==> config.mk <==
export PLATFORM = sky130hd
export DESIGN_NAME = markup_to_ansi_color_expander
export DESIGN_NICKNAME = d
export VERILOG_FILES = /design/src/rtl/m2a_pkg.sv /design/src/rtl/m2a_front.sv /design/src/rtl/m2a_cmd_queue.sv /design/src/rtl/m2a_back.sv /design/src/rtl/markup_to_ansi_color_expander.sv
export VERILOG_INCLUDE_DIRS = /design/src /design/src/rtl
export SDC_FILE = /design/constraint.sdc
export NUM_CORES = 1
export LEC_CHECK = 0
export ABC_AREA = 1
export BUFFER_PORTS_ARGS = -buffer_cell sky130_fd_sc_hd__buf_2
export CAP_MARGIN = 20
export CORE_MARGIN = 2
export CORE_UTILIZATION = 55
export DETAILED_ROUTE_END_ITERATION = 16
export HOLD_SLACK_MARGIN = 0.15
export PLACE_DENSITY_LB_ADDON = 0.15
export SETUP_SLACK_MARGIN = 0.2
export SYNTH_ARGS = -nofsm -noshare
export SYNTH_HDL_FRONTEND = slang
export SYNTH_SLANG_ARGS = --single-unit
==> constraint.sdc <==
create_clock -name clock -period 5.5 [get_ports clock]
set_clock_uncertainty 0.15 [all_clocks]
set_input_delay 1.65 -clock clock [delete_from_list [all_inputs] [get_ports clock]]
set_output_delay 1.65 -clock clock [all_outputs]
set_load 0.02 [all_outputs]
==> src/rtl/markup_to_ansi_color_expander_macros.svh <==
// Assertion macros shared by the markup expander modules.
`ifndef MARKUP_TO_ANSI_COLOR_EXPANDER_MACROS_SVH
`define MARKUP_TO_ANSI_COLOR_EXPANDER_MACROS_SVH

// Check a property on every rising clock edge outside reset.
`define M2A_ASSERT(label, prop, msg) \
   label: assert property (@(posedge clock) disable iff (reset) (prop)) \
      else $error(msg);

// Check that a condition never holds outside reset.
`define M2A_NEVER(label, expr, msg) \
   label: assert property (@(posedge clock) disable iff (reset) !(expr)) \
      else $error(msg);

`endif

==> src/rtl/m2a_pkg.sv <==
// Types, constants and byte tables of the markup to ANSI color expander.
`timescale 1ns / 1ps

package m2a_pkg;

   // Command queue depth between the classifier and the byte emitter
   localparam int CMD_DEPTH = 4;

   // Run lengths and counter width
   localparam int PREFIX_LEN = 7;
   localparam int RESET_LEN  = 21;
   localparam int RUN_CNT_W  = 5;

   // Character codes
   localparam logic [7:0] TRIG_CHAR  = 8'h40;
   localparam logic [7:0] ESC_CHAR   = 8'h1b;
   localparam logic [7:0] BANG_CHAR  = 8'h21;
   localparam logic [7:0] MINUS_CHAR = 8'h2d;
   localparam logic [7:0] PLUS_CHAR  = 8'h2b;

   // Register word index
   localparam logic REG_OUTPUT_ENABLE = 1'b0;

   typedef enum logic [2:0] {
      CMD_CHAR,
      CMD_AT_CHAR,
      CMD_FG,
      CMD_BG,
      CMD_RESET
   } cmd_kind_type;

   typedef struct packed {
      cmd_kind_type kind;
      logic [7:0]   ch;
      logic [2:0]   color;
   } cmd_type;

   // Color letter lookup: {hit, background, palette index}
   function automatic logic [4:0] letter_lookup(input logic [7:0] c);
      logic [4:0] r;
      case (c)
         "K":     r = 5'b10_000;
         "R":     r = 5'b10_001;
         "G":     r = 5'b10_010;
         "Y":     r = 5'b10_011;
         "B":     r = 5'b10_100;
         "M":     r = 5'b10_101;
         "C":     r = 5'b10_110;
         "W":     r = 5'b10_111;
         "k":     r = 5'b11_000;
         "r":     r = 5'b11_001;
         "g":     r = 5'b11_010;
         "y":     r = 5'b11_011;
         "b":     r = 5'b11_100;
         "m":     r = 5'b11_101;
         "c":     r = 5'b11_110;
         "w":     r = 5'b11_111;
         default: r = 5'b00_000;
      endcase
      return r;
   endfunction

   // Length of a whole color sequence: prefix plus code and final 'm'
   function automatic logic [RUN_CNT_W-1:0] color_run_len(input logic [2:0] color);
      logic [RUN_CNT_W-1:0] r;
      case (color)
         3'd0:    r = RUN_CNT_W'(PREFIX_LEN + 2);
         3'd1:    r = RUN_CNT_W'(PREFIX_LEN + 4);
         3'd2:    r = RUN_CNT_W'(PREFIX_LEN + 3);
         3'd3:    r = RUN_CNT_W'(PREFIX_LEN + 4);
         3'd4:    r = RUN_CNT_W'(PREFIX_LEN + 3);
         3'd5:    r = RUN_CNT_W'(PREFIX_LEN + 4);
         3'd6:    r = RUN_CNT_W'(PREFIX_LEN + 2);
         default: r = RUN_CNT_W'(PREFIX_LEN + 3);
      endcase
      return r;
   endfunction

   // Prefix ESC "[38;5;" or ESC "[48;5;"
   function automatic logic [7:0] prefix_byte(input logic [2:0] k, input logic bg);
      logic [7:0] r;
      case (k)
         3'd0:    r = ESC_CHAR;
         3'd1:    r = "[";
         3'd2:    r = bg ? "4" : "3";
         3'd3:    r = "8";
         3'd4:    r = ";";
         3'd5:    r = "5";
         3'd6:    r = ";";
         default: r = ";";
      endcase
      return r;
   endfunction

   // Palette code text, ending in 'm'
   function automatic logic [7:0] code_byte(input logic [2:0] color, input logic [1:0] k);
      logic [7:0] r;
      case ({color, k})
         5'b000_00: r = "0";
         5'b000_01: r = "m";
         5'b001_00: r = "1";
         5'b001_01: r = "9";
         5'b001_10: r = "6";
         5'b001_11: r = "m";
         5'b010_00: r = "4";
         5'b010_01: r = "8";
         5'b010_10: r = "m";
         5'b011_00: r = "2";
         5'b011_01: r = "2";
         5'b011_10: r = "6";
         5'b011_11: r = "m";
         5'b100_00: r = "2";
         5'b100_01: r = "6";
         5'b100_10: r = "m";
         5'b101_00: r = "1";
         5'b101_01: r = "6";
         5'b101_10: r = "3";
         5'b101_11: r = "m";
         5'b110_00: r = "6";
         5'b110_01: r = "m";
         5'b111_00: r = "1";
         5'b111_01: r = "5";
         5'b111_10: r = "m";
         default:   r = "m";
      endcase
      return r;
   endfunction

   // Attribute reset: ESC "[0;38;5;15m" ESC "[48;5;0m"
   function automatic logic [7:0] reset_byte(input logic [RUN_CNT_W-1:0] k);
      logic [7:0] r;
      case (k)
         5'd0:    r = ESC_CHAR;
         5'd1:    r = "[";
         5'd2:    r = "0";
         5'd3:    r = ";";
         5'd4:    r = "3";
         5'd5:    r = "8";
         5'd6:    r = ";";
         5'd7:    r = "5";
         5'd8:    r = ";";
         5'd9:    r = "1";
         5'd10:   r = "5";
         5'd11:   r = "m";
         5'd12:   r = ESC_CHAR;
         5'd13:   r = "[";
         5'd14:   r = "4";
         5'd15:   r = "8";
         5'd16:   r = ";";
         5'd17:   r = "5";
         5'd18:   r = ";";
         5'd19:   r = "0";
         default: r = "m";
      endcase
      return r;
   endfunction

   // Bytes produced by one command
   function automatic logic [RUN_CNT_W-1:0] run_len(input cmd_type cmd);
      logic [RUN_CNT_W-1:0] r;
      case (cmd.kind)
         CMD_CHAR:    r = RUN_CNT_W'(1);
         CMD_AT_CHAR: r = RUN_CNT_W'(2);
         CMD_FG:      r = color_run_len(cmd.color);
         CMD_BG:      r = color_run_len(cmd.color);
         CMD_RESET:   r = RUN_CNT_W'(RESET_LEN);
         default:     r = RUN_CNT_W'(1);
      endcase
      return r;
   endfunction

endpackage

==> src/rtl/m2a_front.sv <==
// Front end: tracks markup state and turns each character into at most one command.
`timescale 1ns / 1ps

module m2a_front (
   input  logic             clock,
   input  logic             reset,
   input  logic             accept_i,
   input  logic [7:0]       char_i,
   input  logic             output_enable_i,
   output logic             cmd_push_o,
   output m2a_pkg::cmd_type cmd_o
);

   logic       trig_ff;
   logic       trig_in;
   logic       color_ff;
   logic       color_in;
   logic [4:0] letter;

   assign letter = m2a_pkg::letter_lookup(char_i);

   // Classify the character and advance the markup state
   always_comb begin
      trig_in    = trig_ff;
      color_in   = color_ff;
      cmd_push_o = 1'b0;
      cmd_o.kind  = m2a_pkg::CMD_CHAR;
      cmd_o.ch    = char_i;
      cmd_o.color = letter[2:0];
      if (accept_i && output_enable_i) begin
         if (char_i == m2a_pkg::TRIG_CHAR && !trig_ff) begin
            trig_in = 1'b1;
         end else if (trig_ff) begin
            trig_in = 1'b0;
            if (letter[4]) begin
               cmd_push_o = color_ff;
               cmd_o.kind = letter[3] ? m2a_pkg::CMD_BG : m2a_pkg::CMD_FG;
            end else if (char_i == m2a_pkg::BANG_CHAR) begin
               cmd_push_o = 1'b1;
               cmd_o.kind = m2a_pkg::CMD_RESET;
            end else if (char_i == m2a_pkg::MINUS_CHAR) begin
               color_in = 1'b0;
            end else if (char_i == m2a_pkg::PLUS_CHAR) begin
               color_in = 1'b1;
            end else if (char_i == m2a_pkg::TRIG_CHAR) begin
               // doubled trigger gives one literal
               cmd_push_o = 1'b1;
               cmd_o.kind = m2a_pkg::CMD_CHAR;
            end else begin
               cmd_push_o = 1'b1;
               cmd_o.kind = m2a_pkg::CMD_AT_CHAR;
            end
         end else begin
            cmd_push_o = 1'b1;
         end
      end
   end

   always_ff @(posedge clock) begin
      if (reset) begin
         trig_ff  <= 1'b0;
         color_ff <= 1'b1;
      end else begin
         trig_ff  <= trig_in;
         color_ff <= color_in;
      end
   end

endmodule

==> src/rtl/m2a_cmd_queue.sv <==
// Short command queue between the front end and the byte emitter.
`timescale 1ns / 1ps
`include "markup_to_ansi_color_expander_macros.svh"

module m2a_cmd_queue #(
   parameter int Depth = m2a_pkg::CMD_DEPTH
) (
   input  logic             clock,
   input  logic             reset,
   input  logic             push_i,
   input  m2a_pkg::cmd_type cmd_i,
   output logic             full_o,
   input  logic             pop_i,
   output logic             valid_o,
   output m2a_pkg::cmd_type cmd_o
);

   localparam int PtrW = (Depth > 1) ? $clog2(Depth) : 1;
   localparam int CntW = $clog2(Depth + 1);

   m2a_pkg::cmd_type slot_ff [Depth];
   logic [PtrW-1:0]  wr_ptr_ff;
   logic [PtrW-1:0]  wr_ptr_in;
   logic [PtrW-1:0]  rd_ptr_ff;
   logic [PtrW-1:0]  rd_ptr_in;
   logic [CntW-1:0]  count_ff;
   logic [CntW-1:0]  count_in;

   assign full_o  = (count_ff == CntW'(Depth));
   assign valid_o = (count_ff != '0);
   assign cmd_o   = slot_ff[rd_ptr_ff];

   // Advance pointers and fill count
   always_comb begin
      wr_ptr_in = wr_ptr_ff;
      rd_ptr_in = rd_ptr_ff;
      count_in  = count_ff;
      if (push_i) begin
         wr_ptr_in = (wr_ptr_ff == PtrW'(Depth - 1)) ? '0 : wr_ptr_ff + 1'b1;
      end
      if (pop_i) begin
         rd_ptr_in = (rd_ptr_ff == PtrW'(Depth - 1)) ? '0 : rd_ptr_ff + 1'b1;
      end
      if (push_i && !pop_i) begin
         count_in = count_ff + 1'b1;
      end else if (pop_i && !push_i) begin
         count_in = count_ff - 1'b1;
      end
   end

   always_ff @(posedge clock) begin
      if (reset) begin
         wr_ptr_ff <= '0;
         rd_ptr_ff <= '0;
         count_ff  <= '0;
      end else begin
         wr_ptr_ff <= wr_ptr_in;
         rd_ptr_ff <= rd_ptr_in;
         count_ff  <= count_in;
      end
   end

   // Store entries
   always_ff @(posedge clock) begin
      if (push_i) begin
         slot_ff[wr_ptr_ff] <= cmd_i;
      end
   end

   `M2A_NEVER(a_push_full, push_i && full_o && !pop_i, "queue pushed while full")
   `M2A_NEVER(a_pop_empty, pop_i && !valid_o, "queue popped while empty")
   `M2A_ASSERT(a_fill_up, (push_i && !pop_i) |=> count_ff == $past(count_ff) + 1'b1, "fill count did not grow")

endmodule

==> src/rtl/m2a_back.sv <==
// Back end: expands the head command into bytes through an output register.
`timescale 1ns / 1ps
`include "markup_to_ansi_color_expander_macros.svh"

module m2a_back (
   input  logic             clock,
   input  logic             reset,
   input  logic             q_valid_i,
   input  m2a_pkg::cmd_type q_cmd_i,
   output logic             q_pop_o,
   output logic             rsp_valid_o,
   output logic [7:0]       rsp_byte_o,
   output logic             rsp_last_o,
   input  logic             rsp_take_i
);

   localparam int CntW = m2a_pkg::RUN_CNT_W;

   logic [CntW-1:0] count_ff;
   logic [CntW-1:0] count_in;
   logic            valid_ff;
   logic            valid_in;
   logic [7:0]      byte_ff;
   logic            last_ff;
   logic [CntW-1:0] len;
   logic            is_last;
   logic            emit;
   logic [7:0]      byte_sel;
   logic [1:0]      code_idx;

   assign len      = m2a_pkg::run_len(q_cmd_i);
   assign is_last  = (count_ff == len - 1'b1);
   assign emit     = q_valid_i && (!valid_ff || rsp_take_i);
   assign q_pop_o  = emit && is_last;
   assign code_idx = 2'(count_ff - CntW'(m2a_pkg::PREFIX_LEN));

   // Select the byte at the current run position
   always_comb begin
      case (q_cmd_i.kind)
         m2a_pkg::CMD_CHAR: begin
            byte_sel = q_cmd_i.ch;
         end
         m2a_pkg::CMD_AT_CHAR: begin
            byte_sel = (count_ff == '0) ? m2a_pkg::TRIG_CHAR : q_cmd_i.ch;
         end
         m2a_pkg::CMD_FG, m2a_pkg::CMD_BG: begin
            if (count_ff < CntW'(m2a_pkg::PREFIX_LEN)) begin
               byte_sel = m2a_pkg::prefix_byte(count_ff[2:0],
                                               q_cmd_i.kind == m2a_pkg::CMD_BG);
            end else begin
               byte_sel = m2a_pkg::code_byte(q_cmd_i.color, code_idx);
            end
         end
         m2a_pkg::CMD_RESET: begin
            byte_sel = m2a_pkg::reset_byte(count_ff);
         end
         default: begin
            byte_sel = q_cmd_i.ch;
         end
      endcase
   end

   // Advance run position and output valid
   always_comb begin
      count_in = count_ff;
      valid_in = valid_ff;
      if (emit) begin
         count_in = is_last ? '0 : count_ff + 1'b1;
         valid_in = 1'b1;
      end else if (rsp_take_i) begin
         valid_in = 1'b0;
      end
   end

   always_ff @(posedge clock) begin
      if (reset) begin
         count_ff <= '0;
         valid_ff <= 1'b0;
      end else begin
         count_ff <= count_in;
         valid_ff <= valid_in;
      end
   end

   // Load output payload
   always_ff @(posedge clock) begin
      if (emit) begin
         byte_ff <= byte_sel;
         last_ff <= is_last;
      end
   end

   assign rsp_valid_o = valid_ff;
   assign rsp_byte_o  = byte_ff;
   assign rsp_last_o  = last_ff;

   `M2A_ASSERT(a_run_bound, count_ff < CntW'(m2a_pkg::RESET_LEN), "run position out of range")
   `M2A_NEVER(a_idle_count, !q_valid_i && count_ff != '0, "run position set with no command")
   `M2A_ASSERT(a_hold_head, (emit && !is_last) |=> q_valid_i, "head command lost mid run")

endmodule

==> src/rtl/markup_to_ansi_color_expander.sv <==
// The first byte of a character's run reaches the result ports through the command queue
// and the output register, with nothing queued ahead of it.
// Throughput: one character per cycle while each yields one byte and every byte is taken;
// an expansion of up to 21 bytes holds the byte emitter, with up to CmdDepth commands queued.
// Reset (synchronous): output disabled, color on, no pending trigger, queue and output empty.
// Top level of the markup to ANSI color expander.
`timescale 1ns / 1ps

module markup_to_ansi_color_expander #(
   parameter int CmdDepth = m2a_pkg::CMD_DEPTH
) (
   input  logic        clock,
   input  logic        reset,
   // character input
   input  logic        push,
   output logic        full,
   input  logic [7:0]  req_char_in,
   // byte output
   output logic        empty,
   input  logic        pop,
   output logic [7:0]  rsp_byte_out,
   output logic        rsp_last_of_run,
   // register port
   input  logic        psel,
   input  logic        penable,
   input  logic        pwrite,
   input  logic [2:0]  paddr,
   input  logic [31:0] pwdata,
   output logic [31:0] prdata,
   output logic        pready
);

   logic             output_enable_ff;
   logic             output_enable_in;
   logic             accept;
   logic             cmd_push;
   m2a_pkg::cmd_type cmd_new;
   logic             q_full;
   logic             q_valid;
   logic             q_pop;
   m2a_pkg::cmd_type q_cmd;
   logic             rsp_valid;
   logic             rsp_take;

   // Register transfer
   assign pready = 1'b1;
   assign prdata = (paddr[2] == m2a_pkg::REG_OUTPUT_ENABLE) ? {31'b0, output_enable_ff} : '0;

   always_comb begin
      output_enable_in = output_enable_ff;
      if (psel && penable && pwrite && paddr[2] == m2a_pkg::REG_OUTPUT_ENABLE) begin
         output_enable_in = pwdata[0];
      end
   end

   always_ff @(posedge clock) begin
      if (reset) begin
         output_enable_ff <= 1'b0;
      end else begin
         output_enable_ff <= output_enable_in;
      end
   end

   // Channel handshakes
   assign full     = q_full;
   assign accept   = push && !q_full;
   assign empty    = !rsp_valid;
   assign rsp_take = pop && rsp_valid;

   m2a_front u_front (
      .clock           (clock),
      .reset           (reset),
      .accept_i        (accept),
      .char_i          (req_char_in),
      .output_enable_i (output_enable_ff),
      .cmd_push_o      (cmd_push),
      .cmd_o           (cmd_new)
   );

   m2a_cmd_queue #(
      .Depth (CmdDepth)
   ) u_queue (
      .clock   (clock),
      .reset   (reset),
      .push_i  (cmd_push),
      .cmd_i   (cmd_new),
      .full_o  (q_full),
      .pop_i   (q_pop),
      .valid_o (q_valid),
      .cmd_o   (q_cmd)
   );

   m2a_back u_back (
      .clock       (clock),
      .reset       (reset),
      .q_valid_i   (q_valid),
      .q_cmd_i     (q_cmd),
      .q_pop_o     (q_pop),
      .rsp_valid_o (rsp_valid),
      .rsp_byte_o  (rsp_byte_out),
      .rsp_last_o  (rsp_last_of_run),
      .rsp_take_i  (rsp_take)
   );

endmodule

Yosys cells after proc, flatten, opt, wreduce, memory -nomap -nowiden

Memory sizes are Yosys's and may differ from the RTL's. A register that Yosys moved wholly into a read port is not among the register bits.
Index checks and enable logic that the tools add are counted.

Register bits after elaboration: 25
Bits in latches: 0
Memory bits (writable): 56
Memory bits (read-only): 416
Input bits: 50
Output and inout port bits: 44
Word-level logic and storage cells: 130
Memories: 3

Add/subtract/negate cells: 7
Multiply operators: 0
Div/mod/pow operators: 0
Order comparisons: 1
Eq/ne operators: 36
Shift operators: 0
Mux-type cells: 41
Bitwise logic cells: 4
Reduce and logical (&&, ||, !) cells: 28

Memories:

| memory           | depth | bits a word | rd ports | clocked after Yosys merged registers in | wr ports | RTL line            | RTL |
|---|---|---|---|---|---|---|---|
| (name not given) | 32    | 7           | 1        | 1                                       | 0        | m2a_pkg.sv:132      | `case (k)` |
| (name not given) | 32    | 6           | 1        | 0                                       | 0        | m2a_pkg.sv:98       | `case ({color, k})` |
| u_queue.slot_ff  | 4     | 14          | 1        | 1                                       | 1        | m2a_cmd_queue.sv:21 | `m2a_pkg::cmd_type slot_ff [Depth];` |

Operator list:

| kind                  | count |
|---|---|
| $eq A8 B7 Y1 const B  | 17 |
| $pmux W5 S16          | 1 |
| $pmux W8 S5           | 1 |
| $mux W3               | 10 |
| $eq A8 B6 Y1 const B  | 3 |
| $pmux W8 S3           | 1 |
| $mux W1               | 17 |
| $mux W8               | 2 |
| $eq A3 B2 Y1 const B  | 5 |
| $eq A3 B3 Y1 const B  | 5 |
| $mux W5               | 3 |
| $pmux W5 S3           | 1 |
| $logic_and A1 B1 Y1   | 11 |
| $eq A3 B1 Y1 const B  | 3 |
| $mux W2               | 4 |
| $logic_not A3 Y1      | 2 |
| $reduce_and A6 Y1     | 1 |
| $reduce_bool A2 Y1    | 3 |
| $add A5 B1 Y5 const B | 1 |
| $eq A5 B5 Y1          | 1 |
| $logic_not A1 Y1      | 5 |
| $logic_not A5 Y1      | 1 |
| $lt A5 B3 Y1 const B  | 1 |
| $sub A5 B1 Y5 const B | 1 |
| 11 further kinds      | 17 |

Depth between registers and ports, before layout

Gate-level depths: netlist of the first run.

Depth in word-level cells: 12
Depth in mapped cells: 29
Depth with buffers taken out: 28

By module

From an unflattened synthesis of the first run, not the netlist that was laid out.

Cell total of the unflattened synthesis: 629
Area total of the unflattened synthesis: 5410.2 µm²

By module, submodules not included:

| module                        | instances | cells an instance | area each (µm²) | sequential area each (µm²) |
|---|---|---|---|---|
| m2a_cmd_queue                 | 1         | 195               | 2552.4          | 1861.8 |
| m2a_back                      | 1         | 279               | 1984.4          | 530.5 |
| m2a_front                     | 1         | 103               | 536.8           | 40.0 |
| markup_to_ansi_color_expander | 1         | 52                | 336.6           | 20.0 |

Worst setup path after synthesis of the first run

No wires, ideal clock.

Kind: input-to-reg
From: in req_char_in[0]
To: reg u_queue.count_ff[2]
Library setup time: 0.070 ns
Arrival time: 3.783 ns
Data required time: 5.280 ns
Slack: 1.498 ns
Stages on the path: 21
Buffers on the path: 0
Cell sequence: inv_1 -> nor2_1 -> nand3_1 -> inv_1 -> o21ai_0 -> nand2_1 -> nor3_1 -> nand4_1 -> nand2_1 -> nand2_1 -> nand2_1 -> nand2_1 -> inv_1 -> ha_1 -> inv_1 -> fa_1 -> nor2_1 -> nor2_1 -> nand2_1 -> o21ai_0 -> a21oi_1

Longest elaborated chain between the ends: 11
Elaborated cells between the ends (all ways): 34
Those cells by class: eq/ne (20); mux (9); reduce/logical (5)

RTL lines:

| element                             | RTL line                            | RTL |
|---|---|---|
| start: declaration                  | markup_to_ansi_color_expander.sv:17 | `input logic [7:0] req_char_in,` |
| $eq A8 B6 Y1                        | m2a_front.sv:43                     | `end else if (char_i == m2a_pkg::PLUS_CHAR) begin` |
| $mux W1                             | m2a_front.sv:43                     |  |
| $mux W1                             | m2a_front.sv:41                     | `end else if (char_i == m2a_pkg::MINUS_CHAR) begin` |
| $mux W1                             | m2a_front.sv:38                     | `end else if (char_i == m2a_pkg::BANG_CHAR) begin` |
| $mux W1                             | m2a_front.sv:35                     | `if (letter[4]) begin` |
| $mux W1                             | m2a_front.sv:33                     | `end else if (trig_ff) begin` |
| $mux W1 (*)                         | m2a_front.sv:31                     | `if (char_i == m2a_pkg::TRIG_CHAR && !trig_ff) begin` |
| $mux W1 (*)                         | m2a_front.sv:30                     | `if (accept_i && output_enable_i) begin` |
| named net cmd_push                  | markup_to_ansi_color_expander.sv:36 | `logic cmd_push;` |
| $logic_not A1 Y1                    | m2a_cmd_queue.sv:46                 | `end else if (pop_i && !push_i) begin` |
| $logic_and A1 B1 Y1                 | m2a_cmd_queue.sv:46                 |  |
| $reduce_bool A2 Y1 (no source line) | -                                   |  |
| end signal: assignment              | m2a_cmd_queue.sv:59                 | `count_ff <= count_in;` |
| end: declaration                    | m2a_cmd_queue.sv:26                 | `logic [CntW-1:0] count_ff;` |

The timed path passes the listed nets; every way through them passes the cells marked *.
A chain may end at the register's enable or synchronous reset.

Final worst setup path of the first run

Ends and elaborated chain as after synthesis.

==> results.tsv, run 1 <==
stage	metric	value	unit
worst_setup_path	crit_chain	buf_2, inv_1, nor2_1, nand3_1, inv_1, o21ai_0, nand2_1, nor3_1, nand4_1, nand2_1, nand2_1, nand2_1, nand2_1, inv_1, ha_1, inv_1, fa_1, nor2_1, nor2_1, nand2_1, o21ai_0, a21oi_1	
detailed_routing	drtIter0Drc	206	
global_routing	grt_overflow_total	0	
detailed_routing	drtAntennaViolNets	0	
placement	dpl.hpwl	7963	um
detailed_routing	drc	0	
timing	fin_crit_sh	77.66	%
logic_synthesis	synth_ff_type	edfxtp_1	
logic_synthesis	ys_ff_latch	90	
clock_network	cts_max_level	3	
die	die_height	100.9	um
clock_network	cts_tree	done	
final_layout	fin_nets	721	
pwr	p_leak	2.428	nW
detailed_routing	vias	4132	
final_layout	final_core_util	59.71	%
timing	maxSlewHeadroom	61.92	%
die	start_util	56.16	%
clock_network	ctsResizeCount	0	
timing	period_needed	4271	ps
logic_synthesis	synth_edf_count	65	
global_routing	grt_pass1_wl	17670	um
timing	rsz0062_at_grt	false	
logic_synthesis	ys_seq_area_share	47.48	%
pwr	power	1.638	mW
logic_synthesis	synth.top_cells.by_area	edfxtp_1 38%, nand2_1 10%, dfxtp_1 9.7%	
logic_synthesis	yosysTopAreaCellShare	37.79	%
logic_synthesis	synth_area_per_cell	8.317	sq um
final_layout	multi_input_area	2201	sq um
worst_setup_path	rrSetupSlack	1420	ps
clock_network	cts_buffers	9	
pwr	p_per_area	298.2	nW/um^2
die	die_area	10180	sq um
clock_network	clk_latency	360	ps
worst_setup_path	cp.required	5650	ps
timing	tightest_slew	567.8	ps
detailed_routing	viasPerCell	5.373	
logic_synthesis	syn_area	5165	sq um
worst_setup_path	crit_path_top_delay_cell	fa_1	
global_routing	antenna_found_initial	0	
detailed_routing	dr.pass1.iters	10	
placement	io_buffers	28	
detailed_routing	routed_wl	10940	um
die	num_rows	35	
timing	setup_viol	0	
timing	finalHoldViolCount	0	
worst_setup_path	critPathMaxStageDelay	380	ps
worst_setup_path	crit_path_start_kind	input pin	
detailed_routing	routedWlPerCell	14.22	um
global_routing	grt_use_total	22.38	%
logic_synthesis	ys_types	44	
placement	dpl.cell_count	753	
clock_network	cts_setup_buffers	0	
run	max-cap-violations	0	
die	ioPinCount	94	
final_layout	area_growth	6.323	%
logic_synthesis	synthArstFlopShare	0	%
worst_setup_path	critPathArrivalTime	4420	ps
run_status	status	completed	
global_routing	grt_max_degree	32	
pwr	ir_worst_vdd	0.0001356	V
die	core	9196	sq um
worst_setup_path	worst_path_most_repeated_cell	nand2_1	
clock_network	holdBufCountCts	0	
placement	gp_congestion	0.8734	
hold_path	hold_path_class	reg -> reg	
final_layout	fill_cells	803	
die	die_w	100.9	um
final_layout	drive_gt1_share	11.85	%
clock_network	path_clk_slew	100	ps
final_layout	num_antenna_cells	0	
logic_synthesis	yosysWarnings	0	
clock_network	root_buffer	clkbuf_8	
final_layout	seqCellArea	2452	sq um
logic_synthesis	synth.largest_area_cell	edfxtp_1	
clock_network	cts_sinks	90	
worst_setup_path	critPathKind	in -> reg	
timing	finalMaxSlewViolations	0	
global_routing	grt_pass1_vias	3740	
worst_setup_path	cp_max_fo	8	
logic_synthesis	synthCells	621	
timing	max_freq	234.1	MHz
timing	finalSetupTns	0	ps
final_layout	final_cells	769	
timing	fin_worst_hold_slack	347.5	ps
worst_setup_path	crit_path_end_kind	register	
clock_network	cts_max_path_buffers	2	
## synth_stat cells (10+ instances only)
library cell	count
a21oi_1	17
inv_1	71
buf_4	35
o21ai_0	41
nand2_1	140
nor3_1	10
ha_1	17
nand3_1	44
dfxtp_1	25
nor2_1	66
edfxtp_1	65
## worst max-delay path: cells and delay by family
kind / cells / cell delay, ps
fa+ha+maj: 2 / 530
buf+inv: 5 / 490
compound gates: 3 / 430
simple gates: 12 / 1310
## layer usage
metal	GRT usage (%)	routed length (um)	vias up
li1	-	-	2070
met3	4.161	529	22
met2	38.87	5500	134
met5	0	0	-
met1	28.23	4689	1906
met4	7.277	216	0
## area by class of cell
type / count / share of cell area, %
flip-flops and latches: 90 / 44.66
clock inverters: 6 / 0.8430
multi-input cells: 436 / 40.08
well taps: 111 / 2.529
clock buffers: 10 / 2.711
inverters: 79 / 5.400
repair buffers: 37 / 3.782
## registers in the layout, indices dropped and copies added, names as in the netlist, named ones only
register            flops
output_enable_ff        1
u_back.rsp_last_o       1
u_queue.rd_ptr_ff       2
u_front.trig_ff         1
u_queue.slot_ff        56
u_queue.wr_ptr_ff       2
u_back.rsp_byte_o       8
u_front.color_ff        1
u_back.rsp_valid_o      1
u_back.count_ff         5
u_queue.count_ff        3
## placed cells by master (no fill, tap or decap), types with 3 or more instances in the layout
cell / n
a31oi_1: 5
conb_1: 32
clkbuf_8: 9
o21ai_0: 41
o22ai_1: 8
nand3_1: 44
inv_1: 71
buf_4: 9
a211oi_1: 3
dfxtp_1: 25
nand2_1: 140
edfxtp_1: 65
nor3_1: 10
a21oi_1: 17
buf_2: 28
nor2_1: 66
inv_2: 7
xor2_1: 6
nand3_2: 3
nand4_1: 9
ha_1: 17
a22oi_1: 3
nand2_2: 9
## kinds of logic (layout without fill, tap and decap cells)
family / Yosys count / in the layout / share of synthesized area (%)
AO/OA/AOI/OAI: 89 / 89 / 9.981
XOR/XNOR: 7 / 7 / 1.187
adder cells (fa/ha/maj): 18 / 18 / 4.506
buffers and inverters: 125 / 132 / 12.09
flip-flops: 90 / 90 / 47.48
other: 2 / 32 / 0.1454
AND/OR/NAND/NOR: 290 / 290 / 24.61
## per-stage QoR
step           worst slack (ps)  cell area, sq um
2_1_floorplan              1498              5278
3_3_place_gp               1024              5296
3_5_place_dp              931.6              5296
4_1_cts                    1322              5492
5_1_grt                   956.2              5492
6_report                   1229              5492
## final timing paths
| kind | start | to | cells after the start |
|---|---|---|---|
| worst max-delay path | req_char_in[0] | u_queue.count_ff[2]$_SDFFE_PP0P_ | 22 |
| worst min-delay path | u_queue.count_ff[2]$_SDFFE_PP0P_ | u_queue.count_ff[2]$_SDFFE_PP0P_ | 2 |
| worst max register to register | register | u_queue.count_ff[1]$_SDFFE_PP0P_ | 21 |
| worst min register to register | u_queue.count_ff[2]$_SDFFE_PP0P_ | u_queue.count_ff[2]$_SDFFE_PP0P_ | 2 |
## where the power goes
group	leakage [nW]	internal [mW]	switching, mW
logic	1.54	0.124	0.279
clock network	0.102	0.197	0.244
registers	0.783	0.769	0.0250
Power figures use the tool's default switching activity.
==> run 2, diff against run 1 <==
ABC_AREA = 0   (was 1)
CORE_UTILIZATION = 51   (was 55)
clock period = 3.5 ns   (was 5.5 ns; I/O delays follow)
==> run 2 against run 1 <==
The run now ends with negative setup slack left. Sequential share of layout area decreased by 4.4 points. Sequential power up 68%. Clock power grew 41%. Die area up 5.8%. Count of clock-buffer cells in the layout decreased by 1. Non-clock buffer count grew 65. Routed wire length up 0.21%. Via count fell by 10%. Setup slack lost 1600 ps. Critical endpoint unchanged.
==> results.tsv, run 2 <==
stage	metric	value	unit	change
worst_setup_path	cp_max_fo	5		was 8
logic_synthesis	ys_seq_area_share	48.30	%	was 47.48%
final_layout	top_register	u_queue.slot_ff		unchanged
logic_synthesis	synth_edf_count	65		unchanged
logic_synthesis	synth.top_cells.by_area	edfxtp_1 38%, dfxtp_1 9.9%, mux4_2 4.9%		was edfxtp_1 38%, nand2_1 10%, dfxtp_1 9.7%
detailed_routing	routedWlPerCell	16.04	um	was 14.22 um
logic_synthesis	yosysMostFrequentCell	edfxtp_1		was nand2_1
timing	finalHoldViolCount	0		unchanged
die	die_w	103.8	um	was 100.9 um
die	die_area	10770	sq um	was 10180 sq um
placement	gp_congestion	0.8668		was 0.8734
final_layout	largest_reg_flops	56		unchanged
pwr	pwr-share-comb	44.2	%	was 24.6%
placement	io_buffers	28		unchanged
global_routing	antenna_found_initial	0		unchanged
clock_network	path_clk_slew	90	ps	was 100 ps
worst_setup_path	cp.required	3640	ps	was 5650 ps
worst_setup_path	crit_path_end_kind	register		unchanged
worst_setup_path	critPathKind	reg -> reg		was in -> reg
pwr	seqPwrFrac	38.0	%	was 48.5%
logic_synthesis	synthTopCellsByCount	65 x edfxtp_1, 42 x nor2_1, 32 x buf_4		was 140 x nand2_1, 71 x inv_1, 66 x nor2_1
placement	dpl.hpwl	8304	um	was 7963 um
logic_synthesis	ys_ff_latch	90		unchanged
global_routing	grt_overflow_total	0		unchanged
worst_setup_path	rr_worst_depth	18		was 21
die	start_util	52.19	%	was 56.16%
timing	finalMaxSlewViolations	0		unchanged
worst_setup_path	rrSetupSlack	-330	ps	was 1420 ps
run_status	status	finished with violations		was completed
detailed_routing	drc	0		unchanged
logic_synthesis	synth_area_per_cell	11.18	sq um	was 8.317 sq um
clock_network	cts_max_path_buffers	2		unchanged
worst_setup_path	critPathArrivalTime	3970	ps	was 4420 ps
final_layout	mostFrequentLayoutCells	65 x buf_4, 65 x edfxtp_1, 38 x nor2_1		was 140 x nand2_1, 71 x inv_1, 66 x nor2_1
pwr	p_sw_share	35.99	%	was 33.47%
detailed_routing	routed_wl	10960	um	was 10940 um
hold_path	min_to	u_back.rsp_valid_o$_SDFFE_PP0P_		was u_queue.count_ff[2]$_SDFFE_PP0P_
timing	period_needed	3826	ps	
global_routing	grt_pass1_vias	3548		was 3740
logic_synthesis	yosysTopAreaCellShare	38.44	%	was 37.79%
detailed_routing	drtIter0Drc	170		was 206
die	num_rows	36		was 35
timing	fin_crit_sh	109.3	%	
pwr	power	3.494	mW	was 1.638 mW
worst_setup_path	crit_path_start_kind	register		was input pin
global_routing	grt_pass1_wl	17780	um	was 17670 um
hold_path	min_path_cells	2		unchanged
clock_network	cts_max_level	3		unchanged
pwr	p_leak	2.292	nW	was 2.428 nW
logic_synthesis	synth_ff_type	edfxtp_1		unchanged
final_layout	num_antenna_cells	0		unchanged
die	die_height	103.8	um	was 100.9 um
global_routing	grt_use_total	20.75	%	was 22.38%
detailed_routing	drtAntennaViolNets	0		unchanged
timing	setup_ws	-326.4	ps	was 1229 ps
worst_setup_path	timing.rr.end	u_queue.count_ff[2]$_SDFFE_PP0P_		was u_queue.count_ff[1]$_SDFFE_PP0P_
placement	dp_slack	-522.9	ps	was 931.6 ps
run_status	violations	negative setup slack		
clock_network	cts_tree	done		unchanged
clock_network	cts_buffers	9		unchanged
pwr	p_per_area	572.4	nW/um^2	was 298.2 nW/um^2
logic_synthesis	synthArstFlopShare	0	%	unchanged
pwr	power_frac_clock	17.9	%	was 26.9%
detailed_routing	vias	3700		was 4132
die	core	9729	sq um	was 9196 sq um
global_routing	grt_max_degree	17		was 32
timing	setup_viol	12		was 0
logic_synthesis	synth.largest_area_cell	edfxtp_1		unchanged
final_layout	drive_gt1_share	31.82	%	was 11.85%
detailed_routing	viasPerCell	5.417		was 5.373
logic_synthesis	syn_area	5077	sq um	was 5165 sq um
hold_path	hold_start	u_back.rsp_valid_o$_SDFFE_PP0P_		was u_queue.count_ff[2]$_SDFFE_PP0P_
timing	max_freq	261.3	MHz	
timing	maxSlewHeadroom	58.38	%	was 61.92%
timing	rsz0062_at_grt	true		was false
clock_network	holdBufCountCts	0		unchanged
clock_network	clk_latency	350	ps	was 360 ps
clock_network	cts_sinks	90		unchanged
timing	tightest_slew	623.0	ps	was 567.8 ps
pwr	intPower	2.237	mW	was 1.089 mW
die	ioPinCount	94		unchanged
clock_network	root_buffer	clkbuf_8		unchanged
logic_synthesis	ys_types	68		was 44
detailed_routing	dr.pass1.iters	5		was 10
logic_synthesis	synthCells	454		was 621
final_layout	fin_nets	613		was 721
run	max-cap-violations	0		unchanged
hold_path	hold_path_class	reg -> reg		unchanged
logic_synthesis	yosysWarnings	0		unchanged
final_layout	area_growth	20.23	%	was 6.323%
pwr	ir_worst_vdd	0.0002275	V	was 0.0001356 V
pwr	switchingPower	1.257	mW	was 548.1 uW
==> run 2: changes by cell type in the layout (fill, tap and decap cells not counted), moves of 11 or more <==
cell     before  now
nand2_1     140   21
nand3_1      44    8
a21oi_1      17   30
buf_4         9   65
nor2_1       66   38
o21ai_0      41   14
mux4_2        0   11
inv_1        71   11
==> run 2: worst max-delay path, stage by stage (launching register included) <==
cell     delay [ps]
dfxtp_4         390
mux4_2          560
nor3b_2         180
a211o_1         280
and2_4          150
ha_4            260
xor2_2          150
nand2_1         110
mux2i_4         180
nand4_4         130
buf_6           160
nor2_4          110
inv_2            50
ha_4            150
inv_2            40
fa_2            180
xor2_1           70
or3_1           300
a21oi_1         140
==> run 2: stage by stage <==
step                TNS, ps  instances  utilization, %  instance area [sq um]  hold WS, ps
floorplan             -2509        484               -                   5299        319.7
finish                -2069        683           62.74                   6105        352.2
global route          -4185        683           62.74                   6105        395.5
global placement      -6447        661           59.32                   5772        340.7
detailed placement   -13580        661           59.32                   5772        350.1
CTS                   -2195        682           62.46                   6077        360.2
==> run 2: worst max path at each step <==
stage,startpoint,end,cells past startpoint
6_report,register,u_queue.count_ff[2]$_SDFFE_PP0P_,18
5_1_grt,register,u_queue.count_ff[2]$_SDFFE_PP0P_,18
2_1_floorplan,register,register,20
3_3_place_gp,register,register,18
4_1_cts,register,u_queue.count_ff[2]$_SDFFE_PP0P_,19
3_5_place_dp,register,register,18
==> run 2: per-layer routing <==
layer	up-vias	global-route usage (%)	part of all wire (%)
met5	-	0	0
met4	0	5.212	1.7
met2	98	37.37	51
met1	1779	25.72	43
li1	1808	-	-
met3	15	3.965	4.0
==> run 2: repair_timing <==
| item | 4_1_cts | 5_1_grt |
|---|---|---|
| hold endpoints to repair | 0 | 0 |
| gates resized for setup | 24 | 3 |
| pin swaps | 13 | 4 |
| endpoints found under the setup margin | 70 | 18 |
| setup buffers | 5 | 1 |
| gates cloned | 0 | 0 |
==> run 2: power groups by stage <==
stage	sequential, mW	combinational, mW	clock [mW]
finish	1.33	1.54	0.624
global route	1.34	1.67	0.685
global placement	1.34	1.39	0
floorplan	1.40	0.904	0
detailed placement	1.35	1.41	0
CTS	1.33	1.53	0.640
==> run 2: logic make-up (layout without fill, tap and decap cells) <==
group	count (synthesis)	count (layout)	synth area share [%]
xor gates and xnor gates	16	16	2.760
AOI/OAI and AO/OA	100	100	13.70
and+or+nand+nor	139	139	14.64
buffers and inverters	69	135	8.009
DFF	90	90	48.30
other	2	32	0.1479
adders and majority gates	18	18	4.583
muxes	20	20	7.861
==> run 2: final cells by class <==
cell class              instances  area (sq um)
flip-flops and latches         90          2456
clock buffers                   9         123.9
repair buffers                102         729.5
multi-input cells             325          2515
well taps                     133         166.4
fillers                       824          3625
clock inverters                 7         50.05
inverters                      17         63.81
==> run 3, diff against run 2 <==
SYNTH_HIERARCHICAL = 1   (was not set)
==> run 3 against run 2 <==
The run still ends with negative setup slack left. Critical path depth is 2 lower. Flip-flop and latch count stayed put. Synthesized cell count is 9.3% higher. Fmax is 7.0% lower. Total power is 9.0% higher. Count of clock-buffer cells in the layout is 2 higher.
==> results.tsv, run 3 <==
stage	metric	value	unit	change
final_layout	fin_nets	633		was 613
die	ioPinCount	94		unchanged
final_layout	largest_reg_flops	56		unchanged
pwr	p_per_area	603.4	nW/um^2	was 572.4 nW/um^2
timing	setup_viol	14		was 12
placement	place_area	5906	sq um	was 5772 sq um
logic_synthesis	ys_seq_area_share	44.60	%	was 48.30%
clock_network	cts_buffers	9		unchanged
logic_synthesis	synth_area_per_cell	11.09	sq um	was 11.18 sq um
hold_path	min_path_cells	2		unchanged
hold_path	hold_path_class	reg -> reg		unchanged
placement	dp_slack	-700.0	ps	was -522.9 ps
detailed_routing	drtAntennaViolNets	0		unchanged
global_routing	grt_use_total	21.09	%	was 20.75%
logic_synthesis	ys_ff_latch	90		unchanged
worst_setup_path	critPathArrivalTime	4180	ps	was 3970 ps
global_routing	met1_usage	27.47	%	was 25.72%
logic_synthesis	synth.top_cells.by_area	edfxtp_1 35%, dfxtp_1 9.1%, buf_4 6.1%		was edfxtp_1 38%, dfxtp_1 9.9%, mux4_2 4.9%
placement	io_buffers	28		unchanged
global_routing	grt_pass1_wl	18820	um	was 17780 um
timing	tightest_slew	770.0	ps	was 623.0 ps
detailed_routing	viasPerCell	5.587		was 5.417
run_status	status	finished with violations		unchanged
global_routing	grt_use_met2	35.00	%	was 37.37%
logic_synthesis	synthArstFlopShare	0	%	unchanged
timing	setup_ws	-614.4	ps	was -326.4 ps
final_layout	fin_area	6310	sq um	was 6105 sq um
final_layout	final_common_cell	edfxtp_1		
worst_setup_path	crit_path_start_kind	register		unchanged
logic_synthesis	synth_edf_count	65		unchanged
global_routing	grt_max_degree	17		unchanged
logic_synthesis	ys_types	78		was 68
logic_synthesis	synthCells	496		was 454
global_routing	grt_most_used_layer	met2		unchanged
detailed_routing	vias	3933		was 3700
clock_network	path_clk_slew	90	ps	about the same
clock_network	holdBufCountCts	0		unchanged
global_routing	antenna_found_initial	0		unchanged
timing	rsz0062_at_grt	true		unchanged
global_routing	met3_usage	4.177	%	was 3.965%
timing	fin_crit_sh	117.6	%	was 109.3%
hold_path	min_to	u_queue/count_ff[2]$_SDFFE_PP0P_		was u_back.rsp_valid_o$_SDFFE_PP0P_
logic_synthesis	yosysMostFrequentCell	edfxtp_1		unchanged
worst_setup_path	cp_max_fo	5		unchanged
die	num_rows	37		was 36
detailed_routing	routed_wl	11590	um	was 10960 um
logic_synthesis	synth.largest_area_cell	edfxtp_1		unchanged
worst_setup_path	critPathKind	reg -> reg		unchanged
final_layout	top_register	u_queue/slot_ff		was u_queue.slot_ff
worst_setup_path	rr_worst_depth	16		was 18
logic_synthesis	yosysTopAreaCellShare	35.49	%	was 38.44%
logic_synthesis	synthTopCellsByCount	65 x edfxtp_1, 45 x buf_4, 37 x nor2_1		was 65 x edfxtp_1, 42 x nor2_1, 32 x buf_4
timing	period_needed	4114	ps	was 3826 ps
clock_network	cts_sinks	90		unchanged
detailed_routing	routedWlPerCell	16.47	um	was 16.04 um
timing	max_freq	243.0	MHz	was 261.3 MHz
die	die_area	11630	sq um	was 10770 sq um
worst_setup_path	crit_path_end_kind	register		unchanged
run_status	violations	negative setup slack		unchanged
hold_path	hold_start	u_queue/count_ff[2]$_SDFFE_PP0P_		was u_back.rsp_valid_o$_SDFFE_PP0P_
clock_network	cts_max_level	3		unchanged
pwr	p_leak	2.378	nW	was 2.292 nW
pwr	ir_worst_vdd	0.0003586	V	was 0.0002275 V
die	start_util	52.79	%	was 52.19%
timing	finalMaxSlewViolations	0		unchanged
die	die_w	107.8	um	was 103.8 um
clock_network	root_buffer	clkbuf_8		unchanged
final_layout	num_antenna_cells	0		unchanged
detailed_routing	drc	0		unchanged
clock_network	clk_latency	360	ps	was 350 ps
global_routing	grt_overflow_total	0		unchanged
global_routing	grt_pass1_vias	3734		was 3548
detailed_routing	dr.pass1.iters	4		was 5
placement	gp_congestion	0.9842		was 0.8668
die	die_height	107.8	um	was 103.8 um
worst_setup_path	rrSetupSlack	-610	ps	was -330 ps
final_layout	mostFrequentLayoutCells	65 x edfxtp_1, 59 x buf_4, 32 x conb_1		was 65 x buf_4, 65 x edfxtp_1, 38 x nor2_1
final_layout	drive_gt1_share	29.58	%	was 31.82%
clock_network	cts_max_path_buffers	2		unchanged
final_layout	area_growth	14.74	%	was 20.23%
placement	dpl.hpwl	8538	um	was 8304 um
timing	maxSlewHeadroom	48.67	%	was 58.38%
logic_synthesis	yosysWarnings	6		was 0
run	max-cap-violations	0		unchanged
timing	finalHoldViolCount	0		unchanged
clock_network	cts_tree	done		unchanged
die	core	10420	sq um	was 9729 sq um
logic_synthesis	syn_area	5499	sq um	was 5077 sq um
worst_setup_path	cp.required	3560	ps	was 3640 ps
logic_synthesis	synth_ff_type	edfxtp_1		unchanged
detailed_routing	drtIter0Drc	232		was 170
## run 3: how the worst max path moves through the flow
stage	startpoint	slack (ps)	end
after floorplan	register	-650	u_queue/count_ff[2]$_SDFFE_PP0P_
after global placement	register	-640	register
after detailed placement	register	-700	register
after CTS	register	-590	u_queue/count_ff[2]$_SDFFE_PP0P_
after global routing	register	-790	register
final	register	-610	register
## run 3: layout make-up
cell class              count  area [sq um]
clock inverters             5         53.80
repair buffers             92         651.9
flip-flops and latches     90          2456
well taps                 136         170.2
inverters                  24         92.59
clock buffers              11         131.4
fillers                   856          4106
multi-input cells         346          2754
## run 3: critical path: stages, from the launching register on
cell       delay, ps
dfxtp_4          400
buf_12           110
mux4_2           570
or3b_1           220
o211a_4          160
nor2_2            50
ha_4             170
or3_4            400
a31oi_4          190
o311ai_4         160
o41ai_4          440
nor2_4           110
ha_4             280
nor3_1           190
a21oi_1           70
o2bb2ai_1        170
a22oi_2          130
## run 3: per-layer routing
| layer | part of all wire [%] | vias to the layer above |
|---|---|---|
| li1 | - | 1889 |
| met1 | 43 | 1887 |
| met2 | 49 | 141 |
| met3 | 6.1 | 16 |
| met4 | 2.0 | 0 |
| met5 | 0 | - |
## run 3: cell families (layout without fill, tap and decap cells)
kind of cell | count (synthesis) | after routing | share of synthesized area (%)
AND/OR/NAND/NOR | 146 | 146 | 14.52
AO/OA/AOI/OAI | 107 | 107 | 14.13
flip-flops | 90 | 90 | 44.60
buffers and inverters | 90 | 132 | 10.60
multiplexers | 22 | 22 | 7.486
adder cells (fa/ha/maj) | 20 | 20 | 4.687
XOR/XNOR | 19 | 19 | 3.846
other | 2 | 32 | 0.1366
## run 3: metrics by stage
stage | hold slack, ps | TNS, ps | utilization (%) | total power, mW | cells
final | 375.9 | -4881 | 60.58 | 3.807 | 704
after global routing | 421.5 | -7896 | 60.58 | 4.040 | 704
after global placement | 340.7 | -4064 | 56.70 | 2.919 | 674
after floorplan | 309.4 | -4133 | - | 2.533 | 526
after CTS | 379.1 | -3640 | 59.10 | 3.697 | 695
after detailed placement | 365.7 | -5065 | 56.70 | 2.947 | 674
## run 3: repair_timing
item	4_1_cts	5_1_grt
setup buffers	5	9
setup endpoints to repair	19	19
resized for setup	6	23
pin swaps	8	18
## run 3: power by group
group	leakage (nW)	internal, mW	total [mW]	switching, mW
sequential	0.801	1.29	1.36	0.0675
combinational	1.48	0.798	1.76	0.967
clock	0.0975	0.330	0.686	0.356
total	2.38	2.42	3.81	1.39
